$ cat src/rtl/ptst_pkg.sv
// shared types and constants for the periodic timer slot table
`timescale 1ns / 1ps
`default_nettype none
package ptst_pkg;

    localparam int SLOTS  = 8;
    localparam int SLOT_W = (SLOTS > 1) ? $clog2(SLOTS) : 1;

    localparam logic [15:0] RUNS_FOREVER = 16'hFFFF;

    localparam logic [1:0] ACT_TICK     = 2'd0;
    localparam logic [1:0] ACT_REGISTER = 2'd1;
    localparam logic [1:0] ACT_FREE     = 2'd2;

    typedef logic [SLOT_W-1:0] slot_idx_t;
    typedef logic [SLOTS-1:0]  use_vec_t;
    typedef logic [7:0]        mask_t;

    typedef struct packed {
        logic [1:0]  action;
        logic [15:0] interval;
        logic [15:0] run_count;
        logic [2:0]  slot;
    } ptst_in_t;

    typedef struct packed {
        logic [2:0] granted_slot;
        logic       status;
        mask_t      fired_mask;
        mask_t      released_mask;
    } ptst_out_t;

    typedef struct packed {
        logic [15:0] count;
        logic [15:0] period;
        logic [15:0] runs;
    } slot_data_t;

    typedef struct packed {
        logic        valid;
        slot_idx_t   idx;
        logic        set_use;
        logic        clr_use;
        logic        data_we;
        logic        period_we;
        logic [15:0] count;
        logic [15:0] period;
        logic [15:0] runs;
    } store_wr_t;

    typedef struct packed {
        logic        fire;
        logic        expire;
        logic [15:0] count;
        logic [15:0] runs;
    } alu_res_t;

    typedef enum logic [2:0] {
        ST_IDLE,
        ST_TICK,
        ST_REG,
        ST_FREE,
        ST_DONE
    } state_t;

endpackage
`default_nettype wire

$ cat src/rtl/ptst_slot_alu.sv
// shared slot update unit: fire test, count step and run decrement
`timescale 1ns / 1ps
`default_nettype none
module ptst_slot_alu (
    input  ptst_pkg::slot_data_t cur,
    output ptst_pkg::alu_res_t   res
);

    logic expire;
    logic fire;

    assign expire = (cur.runs == 16'd0);
    assign fire   = !expire && (cur.count >= cur.period);

    always_comb begin
        res.fire   = fire;
        res.expire = expire;
        if (expire) begin
            res.count = cur.count;
        end else if (fire) begin
            res.count = 16'd0;
        end else begin
            res.count = cur.count + 16'd1;
        end
        if (fire && (cur.runs != ptst_pkg::RUNS_FOREVER)) begin
            res.runs = cur.runs - 16'd1;
        end else begin
            res.runs = cur.runs;
        end
    end

endmodule
`default_nettype wire

$ cat src/rtl/ptst_slot_store.sv
// slot table storage: in-use flags, counts, periods and remaining runs
`timescale 1ns / 1ps
`default_nettype none
module ptst_slot_store (
    input  wire                   aclk,
    input  wire                   aresetn,
    input  ptst_pkg::store_wr_t   wr,
    input  ptst_pkg::slot_idx_t   rd_idx,
    output ptst_pkg::use_vec_t    in_use,
    output ptst_pkg::slot_data_t  rd_data
);

    ptst_pkg::use_vec_t in_use_reg;
    logic [15:0] count_reg  [ptst_pkg::SLOTS];
    logic [15:0] period_reg [ptst_pkg::SLOTS];
    logic [15:0] runs_reg   [ptst_pkg::SLOTS];

    always_ff @(posedge aclk) begin
        if (!aresetn) begin
            in_use_reg <= '0;
        end else if (wr.valid) begin
            if (wr.set_use) begin
                in_use_reg[wr.idx] <= 1'b1;
            end else if (wr.clr_use) begin
                in_use_reg[wr.idx] <= 1'b0;
            end
        end
    end

    always_ff @(posedge aclk) begin
        if (wr.valid && wr.data_we) begin
            count_reg[wr.idx] <= wr.count;
            runs_reg[wr.idx]  <= wr.runs;
        end
        if (wr.valid && wr.period_we) begin
            period_reg[wr.idx] <= wr.period;
        end
    end

    assign in_use         = in_use_reg;
    assign rd_data.count  = count_reg[rd_idx];
    assign rd_data.period = period_reg[rd_idx];
    assign rd_data.runs   = runs_reg[rd_idx];

endmodule
`default_nettype wire

$ cat src/rtl/periodic_timer_slot_table.sv
// top level: slot walk sequencer, result register and handshakes
// a tick visits every slot; a register visits slots up to the first free one
// or the last; a free clears the named slot; an unused code returns an empty result
// s_ready rises with m_valid, when the result moves into the output register
// one slot is visited per cycle; a new item is taken even while a result waits
// reset (aresetn low, synchronous) frees every slot and empties the result register
`timescale 1ns / 1ps
`default_nettype none
module periodic_timer_slot_table (
    input  wire                 aclk,
    input  wire                 aresetn,
    input  wire                 s_valid,
    output logic                s_ready,
    input  ptst_pkg::ptst_in_t  s_data,
    output logic                m_valid,
    input  wire                 m_ready,
    output ptst_pkg::ptst_out_t m_data
);

    ptst_pkg::state_t    state_reg, state_next;
    ptst_pkg::slot_idx_t idx_reg, idx_next;
    ptst_pkg::ptst_in_t  req_reg;
    ptst_pkg::ptst_out_t res_reg, res_next;
    ptst_pkg::ptst_out_t m_data_reg;
    logic                m_valid_reg, m_valid_next;

    ptst_pkg::store_wr_t  wr;
    ptst_pkg::use_vec_t   in_use;
    ptst_pkg::slot_data_t cur;
    ptst_pkg::alu_res_t   alu;

    logic accept;
    logic last_slot;
    logic out_free;
    logic free_ok;

    ptst_slot_store u_store (
        .aclk    (aclk),
        .aresetn (aresetn),
        .wr      (wr),
        .rd_idx  (idx_reg),
        .in_use  (in_use),
        .rd_data (cur)
    );

    ptst_slot_alu u_alu (
        .cur (cur),
        .res (alu)
    );

    assign s_ready   = (state_reg == ptst_pkg::ST_IDLE);
    assign accept    = s_valid && s_ready;
    assign last_slot = (idx_reg == ptst_pkg::slot_idx_t'(ptst_pkg::SLOTS - 1));
    assign out_free  = !m_valid_reg || m_ready;
    assign free_ok   = (5'(req_reg.slot) < 5'(ptst_pkg::SLOTS));
    assign m_valid   = m_valid_reg;
    assign m_data    = m_data_reg;

    // next state
    always_comb begin
        state_next = state_reg;
        unique case (state_reg)
            ptst_pkg::ST_IDLE: begin
                if (accept) begin
                    case (s_data.action)
                        ptst_pkg::ACT_TICK:     state_next = ptst_pkg::ST_TICK;
                        ptst_pkg::ACT_REGISTER: state_next = ptst_pkg::ST_REG;
                        ptst_pkg::ACT_FREE:     state_next = ptst_pkg::ST_FREE;
                        default:                state_next = ptst_pkg::ST_DONE;
                    endcase
                end
            end
            ptst_pkg::ST_TICK: begin
                if (last_slot) begin
                    state_next = ptst_pkg::ST_DONE;
                end
            end
            ptst_pkg::ST_REG: begin
                if (!in_use[idx_reg] || last_slot) begin
                    state_next = ptst_pkg::ST_DONE;
                end
            end
            ptst_pkg::ST_FREE: begin
                state_next = ptst_pkg::ST_DONE;
            end
            ptst_pkg::ST_DONE: begin
                if (out_free) begin
                    state_next = ptst_pkg::ST_IDLE;
                end
            end
            default: state_next = ptst_pkg::ST_IDLE;
        endcase
    end

    // datapath control and store writes
    always_comb begin
        idx_next     = idx_reg;
        res_next     = res_reg;
        m_valid_next = m_valid_reg && !m_ready;
        wr           = '0;
        wr.idx       = idx_reg;
        unique case (state_reg)
            ptst_pkg::ST_IDLE: begin
                if (accept) begin
                    idx_next = '0;
                    res_next = '0;
                end
            end
            ptst_pkg::ST_TICK: begin
                if (in_use[idx_reg]) begin
                    wr.valid   = 1'b1;
                    wr.data_we = 1'b1;
                    wr.clr_use = alu.expire;
                    wr.count   = alu.count;
                    wr.runs    = alu.runs;
                    res_next.fired_mask = res_reg.fired_mask
                        | (ptst_pkg::mask_t'(alu.fire) << idx_reg);
                    res_next.released_mask = res_reg.released_mask
                        | (ptst_pkg::mask_t'(alu.expire) << idx_reg);
                end
                idx_next = idx_reg + ptst_pkg::slot_idx_t'(1);
            end
            ptst_pkg::ST_REG: begin
                if (!in_use[idx_reg]) begin
                    wr.valid     = 1'b1;
                    wr.set_use   = 1'b1;
                    wr.data_we   = 1'b1;
                    wr.period_we = 1'b1;
                    wr.count     = 16'd0;
                    wr.period    = req_reg.interval;
                    wr.runs      = req_reg.run_count;
                    res_next.granted_slot = 3'(idx_reg);
                end else if (last_slot) begin
                    res_next.status = 1'b1;
                end
                idx_next = idx_reg + ptst_pkg::slot_idx_t'(1);
            end
            ptst_pkg::ST_FREE: begin
                wr.valid   = free_ok;
                wr.clr_use = 1'b1;
                wr.idx     = ptst_pkg::slot_idx_t'(req_reg.slot);
            end
            ptst_pkg::ST_DONE: begin
                if (out_free) begin
                    m_valid_next = 1'b1;
                end
            end
            default: begin
                idx_next = '0;
            end
        endcase
    end

    always_ff @(posedge aclk) begin
        if (!aresetn) begin
            state_reg   <= ptst_pkg::ST_IDLE;
            m_valid_reg <= 1'b0;
        end else begin
            state_reg   <= state_next;
            m_valid_reg <= m_valid_next;
        end
    end

    always_ff @(posedge aclk) begin
        idx_reg <= idx_next;
        res_reg <= res_next;
        if (accept) begin
            req_reg <= s_data;
        end
        if ((state_reg == ptst_pkg::ST_DONE) && out_free) begin
            m_data_reg <= res_reg;
        end
    end

    a_busy_after_accept: assert property (@(posedge aclk) disable iff (!aresetn)
        accept |=> !s_ready)
        else $error("input taken while sequencer busy");

    a_fire_release_disjoint: assert property (@(posedge aclk) disable iff (!aresetn)
        m_valid_reg |-> ((m_data_reg.fired_mask & m_data_reg.released_mask) == 8'd0))
        else $error("slot both fired and released on one tick");

    a_released_not_in_use: assert property (@(posedge aclk) disable iff (!aresetn)
        $rose(m_valid_reg) |-> ((m_data_reg.released_mask & 8'(in_use)) == 8'd0))
        else $error("released slot still marked in use");

    a_full_means_all_used: assert property (@(posedge aclk) disable iff (!aresetn)
        ($rose(m_valid_reg) && m_data_reg.status) |-> (&in_use))
        else $error("register failed while a slot was free");

endmodule
`default_nettype wire

$ cat config.mk
export PLATFORM = sky130hd
export DESIGN_NAME = periodic_timer_slot_table
export DESIGN_NICKNAME = d
export VERILOG_FILES = /design/src/rtl/ptst_pkg.sv /design/src/rtl/ptst_slot_alu.sv /design/src/rtl/ptst_slot_store.sv /design/src/rtl/periodic_timer_slot_table.sv
export SDC_FILE = /design/constraint.sdc
export NUM_CORES = 1
export LEC_CHECK = 0
export ABC_AREA = 0
export ABC_CLOCK_PERIOD_IN_PS = 9800
export BUFFER_PORTS_ARGS = -buffer_cell sky130_fd_sc_hd__buf_2
export CAP_MARGIN = 40
export CORE_MARGIN = 8
export CORE_UTILIZATION = 38
export DETAILED_ROUTE_END_ITERATION = 8
export PLACE_DENSITY_LB_ADDON = 0.12
export SLEW_MARGIN = 20
export SYNTH_ARGS = -nofsm -noshare
export SYNTH_HDL_FRONTEND = slang
export SYNTH_SLANG_ARGS = --single-unit
$ cat constraint.sdc
create_clock -name aclk -period 9.8 [get_ports aclk]
set_clock_uncertainty 0.2 [all_clocks]
set_input_delay 0.98 -clock aclk [delete_from_list [all_inputs] [get_ports aclk]]
set_output_delay 0.98 -clock aclk [all_outputs]
set_load 0.01 [all_outputs]
## Yosys cells after proc, flatten, opt, wreduce, memory -nomap -nowiden

Memories as Yosys holds them, arrays and structs flattened. A register that Yosys moved wholly into a read port is not among the register bits.
Cells that the tools add are included.

- Logic and storage cells: 125
- Memories kept: 3
- Register bits: 90
- Input bits: 41
- Output and inout bits: 22
- Memory bits (writable): 384

- Eq/ne operators: 16
- Bitwise gates (word level): 6
- $add $sub $neg: 3
- Shifts and indexed selects: 2
- Magnitude comparators: 4
- Reductions and logical operators: 28
- Mux-type cells: 48

Memory list:

| memory | words | bits a word | read ports | clocked after Yosys merged registers in | wr ports | RTL line | text |
|---|---|---|---|---|---|---|---|
| u_store.count_reg | 8 | 16 | 1 | 1 | 1 | ptst_slot_store.sv:14 | `logic [15:0] count_reg [ptst_pkg::SLOTS];` |
| u_store.period_reg | 8 | 16 | 1 | 1 | 1 | ptst_slot_store.sv:15 | `logic [15:0] period_reg [ptst_pkg::SLOTS];` |
| u_store.runs_reg | 8 | 16 | 1 | 1 | 1 | ptst_slot_store.sv:16 | `logic [15:0] runs_reg [ptst_pkg::SLOTS];` |

Operators with widths:

| operator | number |
|---|---|
| 2-to-1 mux 16 bit | 7 |
| case mux 16 bit (2 select lines) | 3 |
| 2-to-1 mux 50 bit | 1 |
| 2-to-1 mux 3 bit | 10 |
| bitwise OR 8 bit | 3 |
| 2-to-1 mux 20 bit | 1 |
| case mux 3 bit (3 select lines) | 2 |
| adder 16 x 1 -> 16 bit (second input constant) | 1 |
| >= comparator 16 bit | 1 |
| logical NOT 16 bit | 1 |
| 2-to-1 mux 8 bit | 2 |
| != test 16 bit (second input constant) | 1 |
| left shift 1 x 3 -> 8 bit | 2 |
| subtractor 16 x 1 -> 16 bit (second input constant) | 1 |
| case mux 3 bit (5 select lines) | 1 |
| 2-to-1 mux 1 bit | 14 |
| != test 2 bit (second input constant) | 7 |
| AND 8 bit | 1 |
| logical AND 1 bit | 8 |
| less-than comparator 3 x 4 -> 1 bit (second input constant) | 2 |
| NOT 8 bit | 1 |
| case mux 4 bit (2 select lines) | 1 |
| AND reduction 4 bit | 2 |
| equality test 3 x 2 -> 1 bit (second input constant) | 2 |
| other kinds (21) | 32 |

## Logic depth before layout (Yosys ltp)

- Depth in word-level cells: 10
- Depth in mapped cells: 16
- Gate-level depth less buffers: 12

## Hierarchy

A second synthesis with hierarchy kept.

- Cell total of the unflattened synthesis: 1,086
- Area, all modules: 19,969.2 µm²

Modules (own cells, without submodules):

| module | instances | sequential area each (µm²) | cells an instance | area an instance (µm²) |
|---|---|---|---|---|
| ptst_slot_store | 1 | 11,691.2 | 609 | 15,024.4 |
| periodic_timer_slot_table | 1 | 2,422.3 | 287 | 3,693.5 |
| ptst_slot_alu | 1 | 0.0 | 190 | 1,251.2 |

## Least setup slack after synthesis

OpenSTA, ideal clock, no wires.

- Path kind: reg2reg
- From: reg (tool-made name)
- To: mem u_store.runs_reg[0][6], data pin
- Setup time: 265 ps
- Buffers on the path: 4
- Path slack: 5,090 ps
- Data arrival time: 4,245 ps
- Stages on the path, launching flop included: 15
- Period minus slack after synthesis: 4,710 ps
- Data required time: 9,335 ps
- Cells stage by stage: dfxtp_1 -> buf_4 -> buf_4 -> buf_2 -> buf_1 -> mux4_2 -> mux2i_1 -> ha_1 -> nand4_1 -> nor4_1 -> o31ai_1 -> o211a_1 -> or4_1 -> xnor2_1 -> o21ai_0

RTL lines:

| item | RTL line |
|---|---|
| end: declaration | ptst_slot_store.sv:16 |

==> impl_results.md <==
- Crit path max fanout: 50
- Min Tclk post-route: 5.823 ns
- Max H-tree Level: 2
- Critical path endpoint: u_store.runs_reg[2][6]
- Post-route ant nets: 0
- Router iterations before antenna repair: 5
- Die area: 0.05920 mm²
- Syn nets: 1,126
- Clk root buf: clkbuf_16
- Number of enable flip-flop cells after synthesis: 462
- Final core utilization: 0.4391
- Met3 Resource Use GR: 0.02254
- Setup violations, final: 0
- Initial core utilization: 0.3835
- Chip width: 243.3 µm
- Met2 global-route usage: 0.2402
- Endpoint type of the worst setup path: flop
- # DRC: 0
- Worst-skew pair later-pin latency: 0.58 ns
- Worst-path clk slew: 0.06 ns
- Dpl hpwl: 25,620 µm
- Relative slew slack: 0.4549
- Vias per inst: 5.270
- Via count: 9,918
- Post-Place Cell Area: 0.02091 mm²
- DR iter-0 viols: 662
- Grt total ovfl: 0
- Post-DR wirelength/cell: 23.59 µm
- All-Layer GR Usage: 0.1484
- Final instance area: 0.02248 mm²
- Maximum clock insertion buffer count: 3
- Setup TNS: 0 ns
- Number of buffers created by CTS: 51
- Count of different cell masters after synthesis: 63
- Routability cong.: 0.7573
- Post-synthesis sequential area ratio: 0.7219
- Hold_buf cts: 0
- Leading post-synthesis cells by cell area: edfxtp_1, mux4_2, mux2i_1
- Synth top area share: 0.7066
- Synth area leader: edfxtp_1
- R2r setup slk: 3.98 ns
- RSZ-0062 raised after global routing: false
- Async set-reset flop share out of synthesis: 0
- Top post-synthesis cells by count: edfxtp_1, mux4_2, nor2_1, nand2_1, mux2i_1
- Leak pwr: 7.169 nW
- Mapped cell area: 0.01964 mm²
- Most frequent cell after synthesis: edfxtp_1
- Worst Reg-to-Reg Cells: 11
- Maximum clock frequency: 171.7 MHz
- CTS sink count: 477
- Share of layout cells above drive strength 1: 0.2456
- PortBufs: 62
- Worst hold-check path type: flop to flop
- Postcts setup bufs: 0
- Worst-Margin Slew: 0.8091 ns
- Worst vdd ir: 185.7 µV
- CORE AREA: 0.05120 mm²
- Initial antenna violation count: 0
- Crit share post-route: 0.5942
- Post-cts sizing count: 0
- Post-Route WL: 44,390 µm
- Pins over their slew limit: 0
- Status: finished, final reports clean
- Final net count: 1,225
- Worst Path Required: 9.87 ns
- P per Cell Area: 279.7 mW/mm²
- Cells after Synth: 1,061
- Area Overhead vs Synth: 14.50%
- Top Ports: 63
- Ys Warns: 0
- Row count: 83
- Die height: 243.3 µm
- Data arrival time of the critical path: 5.89 ns
- GRT busiest layer: met2
- Largest net degree at the start of global routing: 78
- Synthesized flop and latch total: 477
- Met1 Use GR: 0.2091
- Ys flop type: edfxtp_1
- Max-cap violations: 0
- Vias in the first global route: 10,380
- Worst r2r dst: u_store.runs_reg[2][6]
- TritonCTS clock tree: built
- Avg Cell Area, Syn: 18.51 µm²
- Worst Setup Path Type: flop to flop
- Final Hold Viols: 0
- Startpoint types: flop
- First-pass GRT wire length: 67,050 µm
==> cell type report <==
type | count | area [µm²]
inverter | 18 | 67.56
clock buffer | 76 | 1413
fill | 4500 | 28720
multi-input combinational | 520 | 5196
antenna | 1 | 2.502
timing repair buffer | 92 | 623.1
sequential | 477 | 14180
clock inverter | 18 | 143.9
tap | 680 | 850.8
==> critical path, cell delays in order, from the launching register on <==
cell and delay, ns:
dfxtp_4 0.73, buf_4 0.74, nor2_1 0.32, a221oi_1 0.76
ha_1 0.22, nand4_1 0.17, nor4_1 0.48, o31ai_1 0.17
o211a_1 0.26, or4_1 0.60, xnor2_1 0.16, o21ai_0 0.66
==> power by group <==
group | total, mW | internal, mW | switching [mW]
clock | 1.81 | 1.05 | 0.764
sequential | 2.68 | 2.53 | 0.152
combinational | 1.79 | 0.735 | 1.06
total | 6.29 | 4.31 | 1.98
==> stage by stage <==
| step | worst slack, ns | instances | hold WS [ns] | power, mW |
|---|---|---|---|---|
| after detailed placement | 3.942 | 1785 | 0.2118 | 4.545 |
| final | 3.977 | 1882 | 0.2264 | 6.288 |
| after floorplan | 5.090 | 1061 | 0.2003 | 3.975 |
| after global placement | 4.030 | 1780 | 0.2051 | 4.496 |
| after CTS | 3.911 | 1879 | 0.2260 | 6.373 |
| after global routing | 3.615 | 1881 | 0.2316 | 6.619 |
==> layer usage <==
metal | up-vias | share of wire
met2 | 182 | 0.47
met5 | - | 0
li1 | 4469 | -
met4 | 0 | 0.016
met3 | 48 | 0.039
met1 | 5219 | 0.47
==> kinds of logic (layout without fill, tap and decap cells) <==
logic type / count (synthesis) / in the layout / share of synthesized area
muxes: 151 / 151 / 0.1410
xor gates and xnor gates: 24 / 24 / 0.01071
AOI/OAI and AO/OA: 94 / 94 / 0.03250
and+or+nand+nor: 227 / 227 / 0.06194
DFF: 477 / 477 / 0.7219
adders and majority gates: 24 / 24 / 0.01529
buffers and inverters: 64 / 204 / 0.01676
other: 0 / 1 / 0
==> how the worst min path moves through the flow <==
stage,startpoint,to,slack [ns],cells past startpoint
final,res_reg[19],m_data[19],0.23,0
after global routing,res_reg[18],m_data[18],0.23,0
after CTS,res_reg[18],m_data[18],0.23,0
after detailed placement,res_reg[18],m_data[18],0.21,0
after global placement,res_reg[16],m_data[16],0.21,0
after floorplan,res_reg[16],m_data[16],0.20,0
==> layout by cell type, fill, tap and decap left out, drive strengths merged, types with 16 or more instances in the layout <==
master / count
edfxtp: 462
nor2: 69
clkbuf: 78
inv: 19
mux4: 90
o21ai: 18
and3: 19
ha: 24
mux2i: 52
o21a: 16
a21oi: 19
buf: 90
nand2: 47
xnor2: 21
(Power assumes the default switching activity.)
